==> src/design/tpfs_pkg.sv <==
// Package with the shared types and constants of the timing pattern strobe generator.
`timescale 1ns / 1ps

package tpfs_pkg;

   localparam int MAX_SLOTS       = 8;
   localparam int DATA_WIDTH      = 32;
   localparam int SLOT_WIDTH      = 16;
   localparam int SLOT_IDX_WIDTH  = $clog2(MAX_SLOTS);
   localparam int COUNT_WIDTH     = 4;
   localparam int CSR_INDEX_WIDTH = 3;
   localparam int CSR_DATA_WIDTH  = 64;
   localparam int SLOTS_PER_REG   = CSR_DATA_WIDTH / SLOT_WIDTH;

   // Register indexes of the configuration port.
   localparam logic [CSR_INDEX_WIDTH-1:0] REG_INTERVAL     = 3'd0;
   localparam logic [CSR_INDEX_WIDTH-1:0] REG_START_OFFSET = 3'd1;
   localparam logic [CSR_INDEX_WIDTH-1:0] REG_SLOT_COUNT   = 3'd2;
   localparam logic [CSR_INDEX_WIDTH-1:0] REG_SLOTS_LOW    = 3'd3;
   localparam logic [CSR_INDEX_WIDTH-1:0] REG_SLOTS_HIGH   = 3'd4;

   localparam logic [SLOT_WIDTH-1:0]  INTERVAL_RESET     = 16'd10;
   localparam logic [SLOT_WIDTH-1:0]  START_OFFSET_RESET = 16'd0;
   localparam logic [COUNT_WIDTH-1:0] SLOT_COUNT_RESET   = 4'd0;

   typedef struct packed {
      logic                          fifo_has_data;
      logic signed [DATA_WIDTH-1:0]  fifo_head;
   } req_type;

   typedef struct packed {
      logic signed [DATA_WIDTH-1:0]  signal_value;
      logic                          fifo_pop;
      logic                          underrun;
      logic                          config_error;
   } rsp_type;

endpackage

==> src/design/timing_pattern_fifo_to_signal.sv <==
// Top level of the timing pattern strobe generator: pattern check, tick step and result register.
`timescale 1ns / 1ps

// Each request is one tick of the output timing and yields exactly one response in the next
// cycle; a request is taken every cycle while the response register is empty or being
// drained, so the sustained rate is one request per cycle. The pattern check compares all
// eight slots in parallel against the configuration registers, and the tick step (start
// delay, phase wrap, slot match and pop) is one pass of logic between the request port and
// the response register. Writing a known register restarts the pattern and keeps the held value.
module timing_pattern_fifo_to_signal (
   input  logic                                    clock,
   input  logic                                    reset,
   input  logic                                    req_valid,
   output logic                                    req_ready,
   input  tpfs_pkg::req_type                       req_data,
   output logic                                    rsp_valid,
   input  logic                                    rsp_ready,
   output tpfs_pkg::rsp_type                       rsp_data,
   input  logic                                    csr_write_en,
   input  logic [tpfs_pkg::CSR_INDEX_WIDTH-1:0]    csr_index,
   input  logic [tpfs_pkg::CSR_DATA_WIDTH-1:0]     csr_wdata
);

   // Configuration registers.
   logic [tpfs_pkg::SLOT_WIDTH-1:0]     interval_ff;
   logic [tpfs_pkg::SLOT_WIDTH-1:0]     start_offset_ff;
   logic [tpfs_pkg::COUNT_WIDTH-1:0]    slot_count_ff;
   logic [tpfs_pkg::CSR_DATA_WIDTH-1:0] slots_low_ff;
   logic [tpfs_pkg::CSR_DATA_WIDTH-1:0] slots_high_ff;

   // Tick state.
   logic [tpfs_pkg::SLOT_WIDTH-1:0]     offset_left_ff, offset_left_in;
   logic [tpfs_pkg::SLOT_WIDTH-1:0]     phase_ff, phase_in;
   logic [tpfs_pkg::SLOT_IDX_WIDTH-1:0] slot_index_ff, slot_index_in;
   logic [tpfs_pkg::DATA_WIDTH-1:0]     held_value_ff, held_value_in;

   logic                                rsp_valid_ff;
   tpfs_pkg::rsp_type                   rsp_data_ff, rsp_data_in;

   logic [2*tpfs_pkg::CSR_DATA_WIDTH-1:0] slots_all;
   logic [tpfs_pkg::SLOT_WIDTH-1:0]     slot [tpfs_pkg::MAX_SLOTS];
   logic                                pattern_ok;
   logic                                csr_hit;
   logic                                req_fire;
   logic [tpfs_pkg::SLOT_WIDTH-1:0]     restart_offset;

   assign req_ready = !rsp_valid_ff || rsp_ready;
   assign req_fire  = req_valid && req_ready;
   assign rsp_valid = rsp_valid_ff;
   assign rsp_data  = rsp_data_ff;

   // Unpack the slot registers: slot 0 sits in the low bits of the low register.
   assign slots_all = {slots_high_ff, slots_low_ff};

   always_comb begin
      for (int i = 0; i < tpfs_pkg::MAX_SLOTS; i++) begin
         slot[i] = slots_all[i*tpfs_pkg::SLOT_WIDTH +: tpfs_pkg::SLOT_WIDTH];
      end
   end

   // The pattern must be nonempty, fit in the period and rise strictly from slot to slot.
   always_comb begin
      pattern_ok = (slot_count_ff != '0)
                && (slot_count_ff <= tpfs_pkg::COUNT_WIDTH'(tpfs_pkg::MAX_SLOTS))
                && (interval_ff != '0);
      for (int i = 0; i < tpfs_pkg::MAX_SLOTS; i++) begin
         if (tpfs_pkg::COUNT_WIDTH'(i) < slot_count_ff) begin
            if (slot[i] >= interval_ff) begin
               pattern_ok = 1'b0;
            end
            if (i > 0) begin
               if (slot[i] <= slot[(i > 0) ? i-1 : 0]) begin
                  pattern_ok = 1'b0;
               end
            end
         end
      end
   end

   always_comb begin
      case (csr_index)
         tpfs_pkg::REG_INTERVAL,
         tpfs_pkg::REG_START_OFFSET,
         tpfs_pkg::REG_SLOT_COUNT,
         tpfs_pkg::REG_SLOTS_LOW,
         tpfs_pkg::REG_SLOTS_HIGH: begin
            csr_hit = csr_write_en;
         end
         default: begin
            csr_hit = 1'b0;
         end
      endcase
   end

   // A restart picks up a start offset that is written in the same cycle.
   assign restart_offset = (csr_index == tpfs_pkg::REG_START_OFFSET)
                         ? csr_wdata[tpfs_pkg::SLOT_WIDTH-1:0] : start_offset_ff;

   // One tick of the pattern.
   always_comb begin
      logic [tpfs_pkg::SLOT_IDX_WIDTH-1:0] cur_index;
      logic [tpfs_pkg::COUNT_WIDTH-1:0]    index_plus;
      logic [tpfs_pkg::SLOT_WIDTH:0]       phase_plus;

      offset_left_in = offset_left_ff;
      phase_in       = phase_ff;
      slot_index_in  = slot_index_ff;
      held_value_in  = held_value_ff;
      rsp_data_in.fifo_pop     = 1'b0;
      rsp_data_in.underrun     = 1'b0;
      rsp_data_in.config_error = !pattern_ok;

      cur_index  = ({1'b0, slot_index_ff} >= slot_count_ff) ? '0 : slot_index_ff;
      index_plus = {1'b0, cur_index} + tpfs_pkg::COUNT_WIDTH'(1);
      phase_plus = {1'b0, phase_ff} + (tpfs_pkg::SLOT_WIDTH+1)'(1);

      if (pattern_ok) begin
         if (offset_left_ff != '0) begin
            offset_left_in = offset_left_ff - tpfs_pkg::SLOT_WIDTH'(1);
         end else begin
            slot_index_in = cur_index;
            if (phase_ff == slot[cur_index]) begin
               if (req_data.fifo_has_data) begin
                  held_value_in        = req_data.fifo_head;
                  rsp_data_in.fifo_pop = 1'b1;
               end else begin
                  rsp_data_in.underrun = 1'b1;
               end
               slot_index_in = (index_plus >= slot_count_ff)
                             ? '0 : index_plus[tpfs_pkg::SLOT_IDX_WIDTH-1:0];
            end
            phase_in = (phase_plus == {1'b0, interval_ff})
                     ? '0 : phase_plus[tpfs_pkg::SLOT_WIDTH-1:0];
         end
      end
      rsp_data_in.signal_value = held_value_in;
   end

   always_ff @(posedge clock) begin
      if (reset) begin
         interval_ff     <= tpfs_pkg::INTERVAL_RESET;
         start_offset_ff <= tpfs_pkg::START_OFFSET_RESET;
         slot_count_ff   <= tpfs_pkg::SLOT_COUNT_RESET;
         slots_low_ff    <= '0;
         slots_high_ff   <= '0;
      end else if (csr_write_en) begin
         case (csr_index)
            tpfs_pkg::REG_INTERVAL: begin
               interval_ff <= csr_wdata[tpfs_pkg::SLOT_WIDTH-1:0];
            end
            tpfs_pkg::REG_START_OFFSET: begin
               start_offset_ff <= csr_wdata[tpfs_pkg::SLOT_WIDTH-1:0];
            end
            tpfs_pkg::REG_SLOT_COUNT: begin
               slot_count_ff <= csr_wdata[tpfs_pkg::COUNT_WIDTH-1:0];
            end
            tpfs_pkg::REG_SLOTS_LOW: begin
               slots_low_ff <= csr_wdata;
            end
            tpfs_pkg::REG_SLOTS_HIGH: begin
               slots_high_ff <= csr_wdata;
            end
            default: begin
            end
         endcase
      end
   end

   always_ff @(posedge clock) begin
      if (reset) begin
         offset_left_ff <= tpfs_pkg::START_OFFSET_RESET;
         phase_ff       <= '0;
         slot_index_ff  <= '0;
         held_value_ff  <= '0;
      end else if (csr_hit) begin
         offset_left_ff <= restart_offset;
         phase_ff       <= '0;
         slot_index_ff  <= '0;
      end else if (req_fire) begin
         offset_left_ff <= offset_left_in;
         phase_ff       <= phase_in;
         slot_index_ff  <= slot_index_in;
         held_value_ff  <= held_value_in;
      end
   end

   always_ff @(posedge clock) begin
      if (reset) begin
         rsp_valid_ff <= 1'b0;
      end else if (req_ready) begin
         rsp_valid_ff <= req_valid;
      end
   end

   always_ff @(posedge clock) begin
      if (req_fire) begin
         rsp_data_ff <= rsp_data_in;
      end
   end

   // Every accepted request leaves a response in the register.
   a_req_gives_rsp: assert property (@(posedge clock) disable iff (reset)
      req_fire |=> rsp_valid)
      else $error("accepted request produced no response");

   // A stalled response blocks new requests.
   a_stall_blocks: assert property (@(posedge clock) disable iff (reset)
      (rsp_valid && !rsp_ready) |-> !req_ready)
      else $error("request accepted while response stalled");

   // Pop and underrun exclude each other and both vanish on a bad pattern.
   a_flags_exclusive: assert property (@(posedge clock) disable iff (reset)
      rsp_valid |-> !(rsp_data.fifo_pop && rsp_data.underrun)
                 && !(rsp_data.config_error && (rsp_data.fifo_pop || rsp_data.underrun)))
      else $error("inconsistent response flags");

   // A pop only happens when the FIFO reported data.
   a_pop_needs_data: assert property (@(posedge clock) disable iff (reset)
      req_fire |=> (!rsp_data.fifo_pop || $past(req_data.fifo_has_data)))
      else $error("pop from an empty FIFO");

endmodule
==> config.mk <==
export PLATFORM = sky130hd
export DESIGN_NAME = timing_pattern_fifo_to_signal
export DESIGN_NICKNAME = d
export VERILOG_FILES = /design/src/design/tpfs_pkg.sv /design/src/design/timing_pattern_fifo_to_signal.sv
export SDC_FILE = /design/constraint.sdc
export NUM_CORES = 1
export LEC_CHECK = 0
export ABC_AREA = 0
export BUFFER_PORTS_ARGS = -buffer_cell sky130_fd_sc_hd__buf_2
export CORE_MARGIN = 1
export CORE_UTILIZATION = 45
export DETAILED_ROUTE_END_ITERATION = 7
export MAX_ROUTING_LAYER = met4
export PLACE_DENSITY = 0.74
export SLEW_MARGIN = 25
export SYNTH_ARGS = -nofsm -noshare
export SYNTH_HDL_FRONTEND = slang
export SYNTH_SLANG_ARGS = --single-unit
export TNS_END_PERCENT = 30
==> constraint.sdc <==
create_clock -name clock -period 11.1 [get_ports clock]
set_input_delay 1.11 -clock clock [delete_from_list [all_inputs] [get_ports clock]]
set_output_delay 1.11 -clock clock [all_outputs]
set_load 0.02 [all_outputs]
==> flow_summary.yaml, run 1 <==
finish:
  syn_to_final_growth_pct: 11.1
  drive_above_1_share_pct: 11.5
  fill_cells: 3816
  final_nets: 2673
  fin_util_pct: 51.0
  instances_no_fill: 2866
critical_path:
  reg2reg_slack_ns: 5.48
  critPathMaxFanout: 67
  critical_path_class: "reg -> reg"
  cp.required_ns: 11.42
  r2r-end: "rsp_data[15]"
  endpoint_kind: "flip-flop"
  start_kind: "flip-flop"
  rr_startpoint: "slot_index_ff[0]"
  worstPathArrival_ns: 5.94
  r2r_cells: 16
routing:
  wl_mm: 66.8
  drc: 0
  final_antenna_net_count: 0
  wire_per_inst_um: 23.3
  drtIter0Drc: 1671
  drt_first_pass_iters: 8
  num_vias: 17700
  routed_via_density: 6.17
logic_synthesis:
  synth_cells: 2242
  synth_seq_cells: 267
  synth_edf_count: 35
  synth_warnings: 0
  syn-cell-area_mm2: 0.0184
  ys_types: 90
  ys_seq_area_share_pct: 31.0
  synth_ff_type: "dfxtp_1"
  ys_async_sr_fraction_pct: 0
  syn_avg_cell_area_um2: 8.19
  syn_nets: 2597
grt:
  grt_first_pass_wirelength_mm: 99.9
  grt_max_degree: 114
  track_usage_pct: 32.5
  grt_pass1_vias: 16800
  grt_overflow: 0
  antenna_found_initial: 1
sta:
  fin_skew_ns: 0.0184
  maxSlewViolCount: 0
  hold_viol_final: 0
  timing.final.crit_share_pct: 50.6
  slew_headroom_pct: 37.7
  worst_slew_pin_slew_ns: 0.935
  fmax_mhz: 178
  fin_tns_setup_ns: 0
  period_minus_slack_ns: 5.62
  whs_ns: 0.459
  setup_viol: 0
  rsz0062_at_grt: "no"
clock_tree:
  htreeDepth: 1
  ctsResizeCount: 0
  clock-sinks: 267
  post_cts_buffers: 0
  insertion_delay_ns: 0.58
  cts.hold.buffers_added: 0
  clkSlewWorstSetupHoldPaths_ns: 0.06
  cts_root_buf: "clkbuf_16"
  max-clock-path-buffers: 3
  numCtsBuffers: 28
  cts_tree: "built"
floorplan:
  die_height_um: 204
  dieWidth_um: 204
  core.rowCount: 73
  fp.dieArea_mm2: 0.0416
  start_util_pct: 45.9
  core_region_area_mm2: 0.0400
  io_pins: 142
placed_design:
  dpl.hpwl_mm: 49.0
  io_buffers: 141
  gp_congestion: 1.03
  placed_cells: 2813
power_and_ir_drop:
  max-vdd-ir-drop_mv: 0.119
  power_density_mw_per_mm2: 116
  p_leak_nw: 7.87
min_path:
  whs_endpoint: "start_offset_ff[3]"
  hold_path.startpoint: "start_offset_ff[3]"
  hp-class: "reg -> reg"
  whs_path_depth: 2
outcome:
  status: "finished, final reports clean"
run:
  maxCapViolations: 0
critical path: stages (launching register included):
cell and delay (ns):
dfxtp_2 0.31, buf_4 0.66, inv_2 0.28, ha_1 0.35, nand2b_4 0.17, a211oi_4 0.38
o21ai_1 0.26, buf_4 0.27, o221a_2 0.29, o21ai_0 0.17, nand4_1 0.16, nor4_2 0.42
and4_1 0.24, buf_4 0.34, and3_1 0.21, buf_4 0.40, mux2_1 0.39
power by group:
| part | switching, mW | total (mW) | internal (mW) |
|---|---|---|---|
| Combinational | 0.206 | 0.330 | 0.124 |
| Clock | 0.406 | 0.993 | 0.587 |
| Sequential | 0.0331 | 1.03 | 1.00 |
worst max path at each step:
| stage | cells after the start | from | slack (ns) | end |
|---|---|---|---|---|
| after global routing | 16 | slot_index_ff[0] | 5.19 | rsp_data[15] |
| final | 16 | slot_index_ff[0] | 5.48 | rsp_data[15] |
| after CTS | 16 | slot_index_ff[0] | 5.46 | rsp_data[15] |
| after detailed placement | 16 | slot_index_ff[0] | 5.52 | rsp_data[15] |
| after floorplan | 17 | slot_index_ff[0] | 7.13 | rsp_data[11] |
| after global placement | 16 | slot_index_ff[0] | 5.55 | rsp_data[33] |
Yosys cell counts (34+ instances only):
master    instances  area share (%)
dfxtp_1         232              25
nand4_1          43             1.5
a21oi_1         289             7.9
nand2_1         405             8.3
nor2_1           73             1.5
nor3_1           35            0.95
o21ai_0         100             2.7
clkbuf_1         84             1.7
edfxtp_1         35             5.7
nand3_1          80             2.2
ha_1            250              17
xnor2_1          34             1.6
inv_1           147             3.0
final cells by class:
cell class | count | area [um^2] | area share (%)
antenna | 1 | 2.50 | 0.0123
clock buffer | 36 | 771 | 3.78
clock inverter | 16 | 215 | 1.05
inverter | 150 | 563 | 2.76
multi-input combinational | 1708 | 11600 | 56.9
sequential | 267 | 5700 | 27.9
tap | 525 | 657 | 3.22
timing repair buffer | 163 | 881 | 4.32
cell usage in the layout, fill, tap and decap left out, types with 15 or more instances in the layout:
cell type	count
a211oi_1	22
a21o_1	24
a21oi_1	289
a31oi_1	20
and4_1	15
buf_2	140
buf_4	21
clkbuf_16	28
dfxtp_1	231
edfxtp_1	35
ha_1	250
inv_1	147
mux2_1	29
mux2i_1	28
nand2_1	405
nand3_1	78
nand4_1	43
nor2_1	71
nor3_1	35
o211ai_1	16
o21ai_0	100
xnor2_1	34
cells by family after synthesis:
group | Yosys count | share of synthesized area [%]
buffers and inverters | 267 | 5.88
DFF | 267 | 31.0
xor gates and xnor gates | 40 | 1.91
adders and majority gates | 250 | 17.0
and+or+nand+nor | 749 | 19.1
muxes | 76 | 5.35
AOI/OAI and AO/OA | 593 | 19.7
sequential cells by signal, indices dropped and copies added, names as in the netlist:
signal	flops
slots_high_ff	64
slots_low_ff	64
rsp_data	35
held_value_ff	32
interval_ff	16
offset_left_ff	16
phase_ff	16
start_offset_ff	16
slot_count_ff	4
slot_index_ff	3
rsp_valid	1
through the flow:
step	setup WS (ns)	cell area [um^2]	total power, mW
after floorplan	7.13	18400	1.25
after global placement	5.55	19400	1.37
after detailed placement	5.52	19400	1.38
after CTS	5.46	20400	2.36
after global routing	5.19	20400	2.43
final	5.48	20400	2.36
routing by layer:
metal,up-vias,global-route usage [%],wire length [um]
li1,8229,-,-
met1,8491,40.3,27400
met2,766,52.6,31000
met3,198,4.23,4880
met4,0,15.0,3500
met5,-,-,0
Power figures use the tool's default switching activity.
==> run 2: changes to the inputs <==
--- a/config.mk
+++ b/config.mk
@@ -5,7 +5,7 @@
 export SDC_FILE = /design/constraint.sdc
 export NUM_CORES = 1
 export LEC_CHECK = 0
-export ABC_AREA = 0
+export ABC_AREA = 1
 export BUFFER_PORTS_ARGS = -buffer_cell sky130_fd_sc_hd__buf_2
 export CORE_MARGIN = 1
 export CORE_UTILIZATION = 45
==> constraint.sdc (replaced) <==
create_clock -name clock -period 5.28 [get_ports clock]
set_input_delay 0.528 -clock clock [delete_from_list [all_inputs] [get_ports clock]]
set_output_delay 0.528 -clock clock [all_outputs]
set_load 0.02 [all_outputs]
==> flow_summary.yaml, run 2 <==
logic_synthesis:
  yosys.area.top_type: "dfxtp_1"
  syn_nets: 3073
  synth_warnings: 0
  yosysTopAreaCellShare_pct: 24.9
  syn-cell-area_mm2: 0.0186
  synth_edf_count: 35
  synthTopCellsByArea: "dfxtp_1, ha_1, nand2_1"
  synth_seq_cells: 267
  synth_most_common_cell: "nand2_1"
  synth_ff_type: "dfxtp_1"
  ys_async_sr_fraction_pct: 0
  synth_cells: 2718
  syn_avg_cell_area_um2: 6.85
  ys_types: 41
  synth_common_cells: "nand2_1, inv_1, a21oi_1"
  ys_seq_area_share_pct: 30.6
critical_path:
  critPathMaxFanout: 19
  cp.required_ns: 5.76
  start_kind: "flip-flop"
  worstPathArrival_ns: 4.82
  endpoint_kind: "flip-flop"
  critical_path_class: "reg -> reg"
outcome:
  status: "finished, final reports clean"
placed_design:
  placed_cell_area_mm2: 0.0197
  gp_congestion: 0.985
  dpl.hpwl_mm: 48.0
  io_buffers: 141
floorplan:
  die_height_um: 205
  fp.dieArea_mm2: 0.0422
  dieWidth_um: 205
  start_util_pct: 45.6
  core_region_area_mm2: 0.0408
  core.rowCount: 74
  io_pins: 142
sta:
  setup_viol: 0
  maxSlewViolCount: 0
  fin_tns_setup_ns: 0
  period_minus_slack_ns: 4.34
  fmax_mhz: 230
  worst_slew_pin_slew_ns: 0.926
  fin_skew_ns: 0.0140
  rsz0062_at_grt: "no"
  slew_headroom_pct: 38.1
  timing.final.crit_share_pct: 82.2
  hold_viol_final: 0
run:
  maxCapViolations: 0
power_and_ir_drop:
  max-vdd-ir-drop_mv: 0.251
  p_leak_nw: 10.2
  power_density_mw_per_mm2: 267
grt:
  track_usage_pct: 30.3
  antenna_found_initial: 0
  grt_pass1_vias: 17200
  grt_max_degree: 78
  grt_first_pass_wirelength_mm: 96.0
  grt_overflow: 0
finish:
  final_cell_area_mm2: 0.0207
  syn_to_final_growth_pct: 11.2
  final_cell_mix: "nand2_1, inv_1, a21oi_1, ha_1, dfxtp_1"
  drive_above_1_share_pct: 8.49
  layout_commonest_cell: "nand2_1"
  fin_util_pct: 50.7
  final_nets: 3159
clock_tree:
  max-clock-path-buffers: 3
  clock-sinks: 267
  ctsResizeCount: 0
  clkSlewWorstSetupHoldPaths_ns: 0.06
  numCtsBuffers: 31
  insertion_delay_ns: 0.59
  cts_tree: "built"
  htreeDepth: 1
  cts_root_buf: "clkbuf_16"
  cts.hold.buffers_added: 0
  post_cts_buffers: 0
routing:
  drtIter0Drc: 1683
  final_antenna_net_count: 0
  drc: 0
  wire_per_inst_um: 18.7
  wl_mm: 62.9
  drt_first_pass_iters: 6
  num_vias: 18700
  routed_via_density: 5.55
min_path:
  hp-class: "in -> reg"
run 2: metal layers:
metal / routed length, um / vias up / track usage (%)
met2: 27200 / 751 / 45.4
met5: 0 / - / -
met3: 5050 / 91 / 3.91
met4: 1550 / 0 / 8.23
li1: - / 9159 / -
met1: 29100 / 8664 / 42.5
run 2: cell families (layout without fill, tap and decap cells):
logic type	Yosys count	count (layout)	synth area share [%]
XOR/XNOR	23	23	1.08
buffers and inverters	453	563	9.81
multiplexers	5	5	0.269
adder cells (fa/ha/maj)	250	250	16.8
AO/OA/AOI/OAI	549	549	15.2
flip-flops	267	267	30.6
AND/OR/NAND/NOR	1171	1171	26.3
other	0	1	0
run 2: final timing paths:
check	cells after the start	to	slack (ns)	from
worst max-delay path	16	offset_left_ff[1]	0.94	interval_ff[13]
worst min-delay path	3	slots_high_ff[57]	0.23	csr_wdata[57]
worst max register to register	16	offset_left_ff[1]	0.94	interval_ff[13]
worst min register to register	2	start_offset_ff[12]	0.48	start_offset_ff[12]
run 2: per-stage QoR:
| step | instances | setup WS (ns) | hold WS [ns] | power, mW |
|---|---|---|---|---|
| after floorplan | 2718 | 2.20 | 0.449 | 2.98 |
| after global placement | 3303 | 1.10 | 0.460 | 3.30 |
| after detailed placement | 3303 | 1.01 | 0.466 | 3.34 |
| after CTS | 3360 | 0.976 | 0.212 | 5.54 |
| after global routing | 3360 | 0.583 | 0.229 | 5.78 |
| final | 3361 | 0.939 | 0.233 | 5.52 |
run 2: critical path: stages, from the launching register on:
cell and delay [ns]:
dfxtp_1 0.33, inv_1 0.44, ha_1 0.35, a21oi_1 0.15, nor2_1 0.05, a211oi_1 0.39
o21ai_0 0.16, a21oi_1 0.18, nand2_1 0.19, nand2_1 0.13, nand3_1 0.09, a21oi_1 0.23
nand4_1 0.39, nand2_1 0.63, inv_1 0.30, nor2_1 0.15, nor2_1 0.06
run 2: area by class of cell:
| type | instances | area [um^2] |
|---|---|---|
| Antenna cell | 1 | 2.50 |
| Clock buffer | 44 | 905 |
| Clock inverter | 13 | 141 |
| Fill cell | 4019 | 20100 |
| Inverter | 345 | 1300 |
| Multi-Input combinational cell | 1998 | 11100 |
| Sequential cell | 267 | 5700 |
| Tap cell | 532 | 666 |
| Timing Repair Buffer | 161 | 868 |
run 2: report_power, final:
group	internal, mW	switching [mW]	total, mW
Combinational	0.367	0.689	1.06
Sequential	2.17	0.0897	2.26
Clock	1.29	0.919	2.21
